===== src/rtl/core/periodic_register_report_scheduler_macros.svh =====
// Assertion macros for the periodic register report scheduler
`ifndef PERIODIC_REGISTER_REPORT_SCHEDULER_MACROS_SVH
`define PERIODIC_REGISTER_REPORT_SCHEDULER_MACROS_SVH

// Same-cycle implication, disabled while reset is asserted
`define PRRS_ASSERT_NOW(label, clk, rst_n, ante, cons) \
  label: assert property (@(posedge clk) disable iff (!rst_n) (ante) |-> (cons)) \
    else $error("prrs check failed");

// Next-cycle implication, disabled while reset is asserted
`define PRRS_ASSERT_NEXT(label, clk, rst_n, ante, cons) \
  label: assert property (@(posedge clk) disable iff (!rst_n) (ante) |=> (cons)) \
    else $error("prrs check failed");

`endif


===== src/rtl/core/prrs_pkg.sv =====
// Shared constants, types and codes of the periodic register report scheduler
package prrs_pkg;

  localparam int SLOTS     = 8;
  localparam int TIME_BITS = 48;
  localparam int SLOT_W    = (SLOTS > 1) ? $clog2(SLOTS) : 1;
  localparam int REG_W     = 16;
  localparam int PER_W     = 16;
  localparam int NOW_W     = 48;
  localparam int ENTRY_W   = REG_W + PER_W;

  localparam logic [REG_W-1:0] EMPTY_REG = 16'hFFFF;

  typedef enum logic [1:0] {
    KIND_REPORT       = 2'd0,
    KIND_FULL         = 2'd1,
    KIND_NOT_IN_TABLE = 2'd2
  } kind_e;

  typedef enum logic [1:0] {
    OP_POLL,
    OP_REMOVE,
    OP_ADD
  } op_e;

  typedef enum logic [1:0] {
    ST_IDLE,
    ST_READ,
    ST_CHECK,
    ST_EMIT
  } state_e;

  // Updates to the per-slot flag bits
  typedef struct packed {
    logic              wr_a;
    logic              wr_b;
    logic              set_used;
    logic              clr_used;
    logic [SLOT_W-1:0] idx;
  } flag_upd_t;

  // Flag bits and derived status
  typedef struct packed {
    logic [SLOTS-1:0]  used;
    logic [SLOTS-1:0]  init_a;
    logic [SLOTS-1:0]  init_b;
    logic              full;
    logic [SLOT_W-1:0] free_idx;
  } flag_stat_t;

endpackage


===== src/rtl/core/prrs_if.sv =====
// Valid/ready channel interfaces for requests and results

interface prrs_req_if;
  logic        valid;
  logic        ready;
  logic        func;
  logic [15:0] reg_number;
  logic [15:0] period;
  logic [47:0] now;

  modport source (output valid, output func, output reg_number, output period,
                  output now, input ready);
  modport sink   (input valid, input func, input reg_number, input period,
                  input now, output ready);
endinterface

interface prrs_res_if;
  logic        valid;
  logic        ready;
  logic [1:0]  result_kind;
  logic [15:0] report_reg;

  modport source (output valid, output result_kind, output report_reg, input ready);
  modport sink   (input valid, input result_kind, input report_reg, output ready);
endinterface


===== src/rtl/core/prrs_ram.sv =====
// Generic single-write, single-read synchronous RAM with registered read data
module prrs_ram #(
  parameter int WIDTH = 32,
  parameter int DEPTH = 8,
  parameter int ADDR_W = (DEPTH > 1) ? $clog2(DEPTH) : 1
) (
  input  logic              clk_i,
  input  logic              we_i,
  input  logic [ADDR_W-1:0] waddr_i,
  input  logic [WIDTH-1:0]  wdata_i,
  input  logic [ADDR_W-1:0] raddr_i,
  output logic [WIDTH-1:0]  rdata_o
);

  logic [WIDTH-1:0] mem [DEPTH];

  always_ff @(posedge clk_i) begin
    if (we_i) begin
      mem[waddr_i] <= wdata_i;
    end
    rdata_o <= mem[raddr_i];
  end

endmodule


===== src/rtl/core/prrs_flags.sv =====
// Per-slot used and written bits, table-full flag and first free slot
module prrs_flags (
  input  logic                  clk_i,
  input  logic                  rst_ni,
  input  prrs_pkg::flag_upd_t   upd_i,
  output prrs_pkg::flag_stat_t  stat_o
);
  import prrs_pkg::*;

  logic [SLOTS-1:0]  used_q, used_d;
  logic [SLOTS-1:0]  init_a_q, init_a_d;
  logic [SLOTS-1:0]  init_b_q, init_b_d;
  logic [SLOT_W-1:0] free_idx;

  always_comb begin
    used_d   = used_q;
    init_a_d = init_a_q;
    init_b_d = init_b_q;
    if (upd_i.wr_a)     init_a_d[upd_i.idx] = 1'b1;
    if (upd_i.wr_b)     init_b_d[upd_i.idx] = 1'b1;
    if (upd_i.set_used) used_d[upd_i.idx]   = 1'b1;
    if (upd_i.clr_used) used_d[upd_i.idx]   = 1'b0;
  end

  // lowest unused slot wins
  always_comb begin
    free_idx = '0;
    for (int i = SLOTS - 1; i >= 0; i--) begin
      if (!used_q[i]) free_idx = SLOT_W'(i);
    end
  end

  always_ff @(posedge clk_i or negedge rst_ni) begin
    if (!rst_ni) begin
      used_q   <= '0;
      init_a_q <= '0;
      init_b_q <= '0;
    end else begin
      used_q   <= used_d;
      init_a_q <= init_a_d;
      init_b_q <= init_b_d;
    end
  end

  assign stat_o.used     = used_q;
  assign stat_o.init_a   = init_a_q;
  assign stat_o.init_b   = init_b_q;
  assign stat_o.full     = &used_q;
  assign stat_o.free_idx = free_idx;

endmodule


===== src/rtl/core/periodic_register_report_scheduler.sv =====
// A report, full or not-in-table result goes through ST_EMIT into the output register.
// Walks read, then check each slot in turn on the read port of each RAM; one item
// is in flight at a time.
// A new item is taken while the previous result still sits in the output register.
// Reset (async, active low) clears the slot flags and control; RAM contents are
// not cleared, slots never written read as empty through per-slot valid bits.
module periodic_register_report_scheduler (
  input  logic      clk_i,
  input  logic      rst_ni,
  prrs_req_if.sink  req_i,
  prrs_res_if.source res_o
);
  import prrs_pkg::*;

  `include "periodic_register_report_scheduler_macros.svh"

  state_e             state_q, state_d;
  op_e                op_q, op_d;
  logic [SLOT_W-1:0]  idx_q, idx_d;
  logic               out_valid_q, out_valid_d;

  logic [REG_W-1:0]     reg_q;
  logic [PER_W-1:0]     per_q;
  logic [TIME_BITS-1:0] now_q;
  kind_e                kind_q, kind_d;
  logic [REG_W-1:0]     rep_q, rep_d;
  kind_e                out_kind_q, out_kind_d;
  logic [REG_W-1:0]     out_reg_q, out_reg_d;

  flag_upd_t  upd;
  flag_stat_t stat;

  logic                 we_a, we_b;
  logic [SLOT_W-1:0]    waddr;
  logic [ENTRY_W-1:0]   wdata_a, rdata_a;
  logic [TIME_BITS-1:0] rdata_b, dl_sum;

  logic [REG_W-1:0]     cur_reg;
  logic [PER_W-1:0]     cur_per;
  logic [TIME_BITS-1:0] cur_dl;
  logic                 last, accept;

  prrs_flags u_flags (
    .clk_i  (clk_i),
    .rst_ni (rst_ni),
    .upd_i  (upd),
    .stat_o (stat)
  );

  // register number and period of each slot
  prrs_ram #(.WIDTH(ENTRY_W), .DEPTH(SLOTS), .ADDR_W(SLOT_W)) u_ram_entry (
    .clk_i   (clk_i),
    .we_i    (we_a),
    .waddr_i (waddr),
    .wdata_i (wdata_a),
    .raddr_i (idx_q),
    .rdata_o (rdata_a)
  );

  // deadline of each slot
  prrs_ram #(.WIDTH(TIME_BITS), .DEPTH(SLOTS), .ADDR_W(SLOT_W)) u_ram_deadline (
    .clk_i   (clk_i),
    .we_i    (we_b),
    .waddr_i (idx_q),
    .wdata_i (dl_sum),
    .raddr_i (idx_q),
    .rdata_o (rdata_b)
  );

  assign accept = req_i.valid && req_i.ready;
  assign last   = (idx_q == SLOT_W'(SLOTS - 1));

  // slots never written read as empty: EMPTY_REG, zero period and zero deadline
  assign cur_reg = stat.init_a[idx_q] ? rdata_a[ENTRY_W-1:PER_W] : EMPTY_REG;
  assign cur_per = stat.init_a[idx_q] ? rdata_a[PER_W-1:0] : '0;
  assign cur_dl  = stat.init_b[idx_q] ? rdata_b : '0;
  assign dl_sum  = now_q + TIME_BITS'(cur_per);

  always_comb begin
    state_d     = state_q;
    op_d        = op_q;
    idx_d       = idx_q;
    kind_d      = kind_q;
    rep_d       = rep_q;
    out_valid_d = out_valid_q;
    out_kind_d  = out_kind_q;
    out_reg_d   = out_reg_q;
    upd         = '0;
    upd.idx     = idx_q;
    we_a        = 1'b0;
    we_b        = 1'b0;
    waddr       = idx_q;
    wdata_a     = {reg_q, per_q};

    if (out_valid_q && res_o.ready) out_valid_d = 1'b0;

    case (state_q)
      ST_IDLE: begin
        if (req_i.valid) begin
          idx_d = '0;
          if (req_i.func) begin
            op_d    = OP_POLL;
            state_d = ST_READ;
          end else if (req_i.period == '0) begin
            op_d    = OP_REMOVE;
            state_d = ST_READ;
          end else if (req_i.period == PER_W'(1)) begin
            kind_d  = KIND_REPORT;
            rep_d   = req_i.reg_number;
            state_d = ST_EMIT;
          end else if (stat.full) begin
            kind_d  = KIND_FULL;
            rep_d   = '0;
            state_d = ST_EMIT;
          end else begin
            op_d    = OP_ADD;
            state_d = ST_READ;
          end
        end
      end

      ST_READ: begin
        state_d = ST_CHECK;
      end

      ST_CHECK: begin
        state_d = ST_READ;
        idx_d   = idx_q + SLOT_W'(1);
        case (op_q)
          OP_POLL: begin
            if (stat.used[idx_q] && cur_per != '0 && now_q >= cur_dl) begin
              we_b       = 1'b1;
              upd.wr_b   = 1'b1;
              kind_d     = KIND_REPORT;
              rep_d      = cur_reg;
              state_d    = ST_EMIT;
            end else if (last) begin
              state_d = ST_IDLE;
            end
          end
          OP_REMOVE: begin
            if (cur_reg == reg_q) begin
              we_a         = 1'b1;
              wdata_a      = {EMPTY_REG, PER_W'(0)};
              upd.wr_a     = 1'b1;
              upd.clr_used = 1'b1;
              state_d      = ST_IDLE;
            end else if (last) begin
              kind_d  = KIND_NOT_IN_TABLE;
              rep_d   = '0;
              state_d = ST_EMIT;
            end
          end
          OP_ADD: begin
            if (cur_reg == reg_q) begin
              // renew: only the period changes, used flag stays as it is
              we_a     = 1'b1;
              upd.wr_a = 1'b1;
              state_d  = ST_IDLE;
            end else if (last) begin
              we_a         = 1'b1;
              waddr        = stat.free_idx;
              upd.idx      = stat.free_idx;
              upd.wr_a     = 1'b1;
              upd.set_used = 1'b1;
              state_d      = ST_IDLE;
            end
          end
          default: begin
            state_d = ST_IDLE;
          end
        endcase
      end

      ST_EMIT: begin
        if (!out_valid_q || res_o.ready) begin
          out_valid_d = 1'b1;
          out_kind_d  = kind_q;
          out_reg_d   = rep_q;
          state_d     = ST_IDLE;
        end
      end

      default: begin
        state_d = ST_IDLE;
      end
    endcase
  end

  always_ff @(posedge clk_i or negedge rst_ni) begin
    if (!rst_ni) begin
      state_q     <= ST_IDLE;
      op_q        <= OP_POLL;
      idx_q       <= '0;
      out_valid_q <= 1'b0;
    end else begin
      state_q     <= state_d;
      op_q        <= op_d;
      idx_q       <= idx_d;
      out_valid_q <= out_valid_d;
    end
  end

  always_ff @(posedge clk_i) begin
    if (accept) begin
      reg_q <= req_i.reg_number;
      per_q <= req_i.period;
      now_q <= TIME_BITS'(req_i.now);
    end
    kind_q     <= kind_d;
    rep_q      <= rep_d;
    out_kind_q <= out_kind_d;
    out_reg_q  <= out_reg_d;
  end

  assign req_i.ready       = (state_q == ST_IDLE);
  assign res_o.valid       = out_valid_q;
  assign res_o.result_kind = out_kind_q;
  assign res_o.report_reg  = out_reg_q;

  `PRRS_ASSERT_NOW(a_add_not_full, clk_i, rst_ni, state_q == ST_CHECK && op_q == OP_ADD, !stat.full)
  `PRRS_ASSERT_NOW(a_used_written, clk_i, rst_ni, 1'b1, (stat.used & ~stat.init_a) == '0)
  `PRRS_ASSERT_NEXT(a_emit_loads, clk_i, rst_ni, state_q == ST_EMIT && (!out_valid_q || res_o.ready), out_valid_q && state_q == ST_IDLE)

endmodule


===== src/flat_wrapper.sv =====
// flat-port wrapper written by rule: the top's interface ports become plain ports
module periodic_register_report_scheduler_flat import prrs_pkg::*;
  (clk_i, rst_ni, req_i_valid, req_i_func, req_i_reg_number, req_i_period, req_i_now, req_i_ready, res_o_valid, res_o_result_kind, res_o_report_reg, res_o_ready);
  prrs_req_if req_i_i ();
  prrs_res_if res_o_i ();
  input  logic clk_i;
  input  logic rst_ni;
  input wire logic [$bits(req_i_i.valid)-1:0] req_i_valid;
  input wire logic [$bits(req_i_i.func)-1:0] req_i_func;
  input wire logic [$bits(req_i_i.reg_number)-1:0] req_i_reg_number;
  input wire logic [$bits(req_i_i.period)-1:0] req_i_period;
  input wire logic [$bits(req_i_i.now)-1:0] req_i_now;
  output wire logic [$bits(req_i_i.ready)-1:0] req_i_ready;
  output wire logic [$bits(res_o_i.valid)-1:0] res_o_valid;
  output wire logic [$bits(res_o_i.result_kind)-1:0] res_o_result_kind;
  output wire logic [$bits(res_o_i.report_reg)-1:0] res_o_report_reg;
  input wire logic [$bits(res_o_i.ready)-1:0] res_o_ready;
  assign req_i_i.valid = req_i_valid;
  assign req_i_i.func = req_i_func;
  assign req_i_i.reg_number = req_i_reg_number;
  assign req_i_i.period = req_i_period;
  assign req_i_i.now = req_i_now;
  assign req_i_ready = req_i_i.ready;
  assign res_o_valid = res_o_i.valid;
  assign res_o_result_kind = res_o_i.result_kind;
  assign res_o_report_reg = res_o_i.report_reg;
  assign res_o_i.ready = res_o_ready;
  periodic_register_report_scheduler u_core (.clk_i(clk_i), .rst_ni(rst_ni), .req_i(req_i_i), .res_o(res_o_i));
endmodule

===== config.mk =====
export PLATFORM = sky130hd
export DESIGN_NAME = periodic_register_report_scheduler_flat
export DESIGN_NICKNAME = d
export VERILOG_FILES = /design/src/rtl/core/prrs_pkg.sv /design/src/rtl/core/prrs_if.sv /design/src/rtl/core/prrs_ram.sv /design/src/rtl/core/prrs_flags.sv /design/src/rtl/core/periodic_register_report_scheduler.sv /design/src/flat_wrapper.sv
export VERILOG_INCLUDE_DIRS = /design/src /design/src/rtl/core
export SDC_FILE = /design/constraint.sdc
export NUM_CORES = 1
export LEC_CHECK = 0
export BUFFER_PORTS_ARGS = -buffer_cell sky130_fd_sc_hd__clkbuf_2
export CORE_ASPECT_RATIO = 1.25
export CORE_MARGIN = 5
export CORE_UTILIZATION = 45
export DETAILED_ROUTE_END_ITERATION = 8
export GPL_ROUTABILITY_DRIVEN = 1
export SYNTH_ARGS = -nofsm -noshare
export SYNTH_HDL_FRONTEND = slang
export SYNTH_SLANG_ARGS = --single-unit

===== constraint.sdc =====
create_clock -name clk_i -period 16.4 [get_ports clk_i]
set_clock_uncertainty 0.1 [all_clocks]
set_input_delay 0.82 -clock clk_i [delete_from_list [all_inputs] [get_ports clk_i]]
set_output_delay 0.82 -clock clk_i [all_outputs]
set_load 0.01 [all_outputs]

==> results of run 1 <==
[power groups by stage]
stage	clock network (uW)	logic [uW]	registers, uW
after floorplan	0	565	2780
after global placement	0	843	2880
after detailed placement	0	865	2870
after CTS	2000	869	2830
after global routing	2090	940	2830
final	1970	867	2830
[area by class of cell]
| cell class | instances | area (sq um) |
|---|---|---|
| inverters | 17 | 66.3 |
| repair buffers | 138 | 776 |
| multi-input cells | 1061 | 7560 |
| clock inverters | 46 | 534 |
| clock buffers | 109 | 2300 |
| fillers | 6013 | 35500 |
| flip-flops and latches | 868 | 25100 |
| well taps | 960 | 1200 |
[synthesized netlist by cell type (12+ instances only)]
cell type,count
edfxtp_1,756
nand3_1,51
nor2_1,64
nand4_1,70
a21o_1,30
and2_1,15
o21ai_0,47
xor2_1,26
xnor2_1,32
a222oi_1,20
inv_1,16
a221oi_1,21
dfrtp_1,32
clkbuf_1,82
mux2i_1,13
mux2_2,17
and3_1,12
dfxtp_1,80
a22o_1,28
nor2b_1,43
ha_1,70
nor3_1,15
a22oi_1,229
nand2_1,96
a21oi_1,43
or2_2,19
[routing by layer]
metal	part of all wire, %	track usage [%]	up-vias
li1	-	-	8401
met1	41	27.6	9630
met2	50	34.9	710
met3	6.3	3.25	129
met4	3.0	6.85	0
met5	0	0	-
[kinds of logic after synthesis]
logic type / synth area share, %
DFF: 76.0
buffers and inverters: 1.45
and+or+nand+nor: 6.59
xor gates and xnor gates: 1.54
AOI/OAI and AO/OA: 10.5
muxes: 1.21
adders and majority gates: 2.71
[per-stage QoR]
stage                     cells  utilization [%]  hold WS (ns)  power (uW)  worst slack [ns]
after floorplan            2048                -         0.300        3340              8.84
after global placement     3044             47.5         0.301        3720              9.43
after detailed placement   3044             47.5         0.305        3730              9.22
after CTS                  3199             51.4         0.165        5700              9.18
after global routing       3199             51.4         0.227        5870              8.67
final                      3199             51.4         0.175        5660              9.15
[final timing paths]
check                                                   end  cells after the start              from  slack (ns)
setup reg to reg           u_core.u_ram_deadline.mem[0][29]                     18   u_core.idx_q[1]        9.15
setup / recovery           u_core.u_ram_deadline.mem[0][29]                     18   u_core.idx_q[1]        9.15
min in group clk_i                         u_core.now_q[12]                      1     req_i_now[12]        0.26
hold reg to reg                 u_core.res_o.result_kind[1]                      0  u_core.kind_q[1]        0.31
hold / removal                           u_core.res_o.valid                      1            rst_ni        0.17
max in group asynchronous                   u_core.idx_q[0]                      1            rst_ni       15.43
[critical path: stages (launching register included)]
cell	delay (ns)
dfrtp_1	0.80
buf_4	0.41
nand2_1	0.27
nor2_4	0.69
a22oi_1	0.20
nand4_1	0.19
buf_4	0.45
nand2_1	0.13
ha_1	0.33
a21o_1	0.17
a21o_1	0.17
a221o_1	0.29
a221oi_1	0.43
a21oi_1	0.13
a211oi_1	0.66
nor2_1	0.29
nand2_1	0.51
nor2_4	0.30
buf_4	0.36
==> results.toml, run 1 <==
[timing]
clock.fmax_mhz = 138
fin_crit_sh_pct = 44.2
setup_viol = 0
tightest_slew_ns = 1.12
rsz0062_at_grt = "false"
finalHoldViolations = 0
slew_viol_final = 0
finalSetupTns_ns = 0
min_period_ns = 7.25
slew_headroom_pct = 25.0

[yosys]
ys.flop_type = "edfxtp_1"
yosysSeqAreaShare_pct = 76.0
synth_area_sq_um = 33000
yosysTopAreaCellShare_pct = 68.7
ys_ff_latch = 868
syn_inst = 2048
synth-async-reset-ratio_pct = 3.69
yosysTopAreaCell = "edfxtp_1"
ys_types = 67
netlist_top_cells_area = "edfxtp_1 69%, a22oi_1 5.2%, dfxtp_1 4.8%, ha_1 2.7%, dfrtp_1 2.4%"
yosysWarnings = 0
synth_edf_count = 756
synth.avg_cell_area_sq_um = 16.1
syn_nets = 2204

[pwr]
clkPwrFrac_pct = 34.8
switching_share_pct = 27.2
netSwitchingPower_uw = 1540
p_seq_share_pct = 49.9
p_int_uw = 4120
peakVddDrop_mv = 0.0905
p_leak_uw = 0.0126
combPwrFrac_pct = 15.3
power.density_nw_per_um2 = 151

[clock_tree]
cts_buffer_depth = 3
cts_buffers = 83
cts_setup_buffers = 0
clock-root-buffer = "clkbuf_16"
cts_resized = 0
postCtsHoldBufs = 0
clock-sinks = 868
cts_htree_levels = 3
insertion_delay_ns = 0.64
clk_pin_slew_ns = 0.07
cts_tree = "done"

[setup_path]
critPathKind = "flip-flop to flip-flop"
end_kind = "flip-flop"
cp.required_ns = 16.62
cp_max_fo = 48
critical_path.startpoint_type = "flip-flop"
arrival_ns = 7.48

[cells_and_area]
diodes = 0
largest_register_ffs = 384
reg.largest.list = "u_core.u_ram_deadline.mem (384), u_core.u_ram_entry.mem (256)"
layout_common_cells = "756 x edfxtp_1, 229 x a22oi_1, 104 x clkbuf_2"
final_area_sq_um = 37500
layout_commonest_cell = "edfxtp_1"
syn_to_final_growth_pct = 13.7
top_register = "u_core.u_ram_deadline.mem"
nets = 2325
drive_gt1_share_pct = 15.3

[die]
ios = 105
rows = 111
die_area_sq_um = 78900
start_util_pct = 45.2
die_h_um = 313
core-area_sq_um = 73100
die_x_um = 252

[routing]
wl_mm = 83.4
wl_per_cell_um = 26.1
drc_errors = 0
vias = 18900
ant_nets = 0
first_pass_iters = 5
viasPerCell = 5.90
initialDrtViolationCount = 1707

[run_status]
status = "completed"

[min_path]
hold_path_class = "input port to asynchronous set/reset pin"

[grt]
grt_pass1_wl_mm = 123
grt_overflow_total = 0
antenna_found_initial = 0
grt_start_max_net_pins = 57
grt_usage_pct = 20.7
grt_pass1_vias = 19000

[placed_design]
io_buffers = 104
routabilityCongestion = 0.878
placed_cell_area_sq_um = 34700
place_hpwl_mm = 48.2

[flow_run]
max_cap_viol_count = 0
Note: power is estimated with default switching activity, not from simulation.
==> inputs of run 2 (changes only) <==
Clock period 16.4 ns to 6.3 ns, I/O delays scaled along.
==> run 2 against run 1 <==
- worst hold slack better by 0.022 ns
- first-iteration DRC count up 2.7%
- power grew to 2.7 times the previous value
- sequential power rose to 2.6 times the previous value
- largest cell class unchanged
- clock power grew to 2.8 times the previous value
- maximum frequency up 28%
- non-clock buffer count up 102
- largest power group unchanged
- critical path type unchanged
- die area is the same
==> results.toml, run 2 (synthesis results as in run 1) <==
[timing]
rsz0062_at_grt = "false"
slew_viol_final = 0
slew_headroom_pct = 20.9
finalHoldViolations = 0
finalSetupTns_ns = 0
min_period_ns = 5.67
clock.fmax_mhz = 176
setup_viol = 0
tightest_slew_ns = 1.18
fin_crit_sh_pct = 90.0

[grt]
grt_pass1_wl_mm = 125
grt_pass1_vias = 19400
grt_start_max_net_pins = 62
antenna_found_initial = 0
grt_overflow_total = 0
grt_usage_pct = 21.1

[die]
die_h_um = 313
ios = 105
start_util_pct = 45.2
die_x_um = 252
core-area_sq_um = 73100
rows = 111
die_area_sq_um = 78900

[clock_tree]
cts_tree = "done"
clock-sinks = 868
clock-root-buffer = "clkbuf_16"
cts_setup_buffers = 0
clk_pin_slew_ns = 0.07
cts_htree_levels = 3
cts_buffers = 83
insertion_delay_ns = 0.66
cts_buffer_depth = 3

[placed_design]
place_hpwl_mm = 49.0
io_buffers = 104
routabilityCongestion = 0.876
dp.cells = 3060

[setup_path]
slowest_stage = "mux4_2"
cp.required_ns = 6.51
critical_path.startpoint_type = "flip-flop"
rr_endpoint = "u_core.u_ram_deadline.mem[5][46]"
rr_startpoint = "u_core.idx_q[2]"
end_kind = "flip-flop"
arrival_ns = 5.87
crit_top_cell = "o21ai_0"
crit_start = "u_core.idx_q[2]"
r2r_cells = 17
path_cells = "inv_2, mux4_2, nor2b_1, ha_1, inv_1, fa_1, nor2b_1, o21ai_0, a21boi_0, o21ai_0, nand2b_1, a31oi_1, o21ai_0, a311o_1, buf_4, nand4_1, xnor2_1"
regToRegSetupSlack_ns = 0.63
cp_max_fo = 33
critical_path.max_stage_delay_ns = 0.87
critPathKind = "flip-flop to flip-flop"

[routing]
vias = 19200
top_layer_used = "met4"
initialDrtViolationCount = 1753
ant_nets = 0
wl_met2_mm = 42.2
drt-met1-wl_mm = 34.7
wl_per_cell_um = 25.5
first_pass_iters = 8
wl_mm = 84.3
viasPerCell = 5.80
dr_wl_met3_mm = 5.01
drc_errors = 0

[cells_and_area]
final_util_pct = 53.0
stdcell_count = 3302
fill_cells = 5919
top_register = "u_core.u_ram_deadline.mem"
layout_commonest_cell = "edfxtp_1"
reg.largest.list = "u_core.u_ram_deadline.mem (384), u_core.u_ram_entry.mem (256)"
diodes = 0
nets = 2427
syn_to_final_growth_pct = 17.3
largest_register_ffs = 384
drive_gt1_share_pct = 15.4
layout_common_cells = "756 x edfxtp_1, 229 x a22oi_1, 104 x clkbuf_2"

[pwr]
power.density_nw_per_um2 = 390
p_total_uw = 15100
peakVddDrop_mv = 0.192
p_leak_uw = 0.0131

[run_status]
status = "completed"

[flow_run]
max_cap_viol_count = 0

[min_path]
hold_path_class = "input port to asynchronous set/reset pin"
[run 2: changes by cell type in the layout (fill, tap and decap cells not counted), moves of 4 or more]
cell | before | now
clkbuf_1 | 16 | 8
bufinv_16 | 10 | 19
clkinv_1 | 7 | 15
clkbuf_8 | 8 | 2
dlygate4sd3_1 | 0 | 86
buf_12 | 0 | 4
buf_4 | 34 | 46
[run 2: worst max path at each step]
stage | to | slack (ns) | cells past startpoint
floorplan | u_core.u_ram_deadline.mem[2][0] | -1.26 | 18
global route | u_core.u_ram_deadline.mem[5][46] | 0.19 | 17
detailed placement | u_core.u_ram_deadline.mem[3][25] | 0.70 | 18
finish | u_core.u_ram_deadline.mem[5][46] | 0.63 | 17
global placement | u_core.u_ram_deadline.mem[3][31] | 0.68 | 18
CTS | u_core.u_ram_deadline.mem[3][27] | 0.62 | 18
[run 2: metal layers]
metal / global-route usage (%) / up-vias
met5: 0 / -
met4: 7.24 / 0
met3: 3.00 / 132
met2: 35.9 / 685
met1: 28.1 / 9741
li1: - / 8608
[run 2: final cells by class]
cell class              count  area [sq um]  share of cell area, %
flip-flops and latches    868         25100                   64.8
repair buffers            240          1810                   4.66
inverters                  17          66.3                  0.171
clock buffers              95          2180                   5.64
well taps                 960          1200                   3.10
clock inverters            61           825                   2.13
multi-input cells        1061          7560                   19.5
[run 2: where the power goes]
group          switching [uW]  internal, uW  total [uW]
Sequential                382          6970        7360
Combinational            1510           810        2320
Clock                    2160          3290        5440
[run 2: through the flow]
| stage | setup slack (ns) | area [sq um] | hold WS (ns) |
|---|---|---|---|
| floorplan | -1.26 | 33000 | -0.0806 |
| global placement | 0.684 | 34900 | 0.303 |
| detailed placement | 0.704 | 34900 | 0.305 |
| CTS | 0.617 | 38800 | 0.194 |
| global route | 0.187 | 38800 | 0.272 |
| finish | 0.632 | 38800 | 0.197 |
[run 2: critical path, delay by kind of cell, from the launching register on]
| family | cells | cell delay (ns) |
|---|---|---|
| AO/OA/AOI/OAI | 6 | 1.33 |
| XOR/XNOR | 1 | 0.73 |
| adder cells (fa/ha/maj) | 2 | 0.60 |
| buffers and inverters | 3 | 0.53 |
| flip-flops | 1 | 0.50 |
| multiplexers | 1 | 0.87 |
| AND/OR/NAND/NOR | 4 | 0.64 |
[run 2: timing repair]
| action | in CTS | in global routing |
|---|---|---|
| gates resized for setup | 0 | 0 |
| endpoints found under the setup margin | 0 | 0 |
| hold buffers | 86 | 0 |
| endpoints found under the hold margin | 135 | 0 |
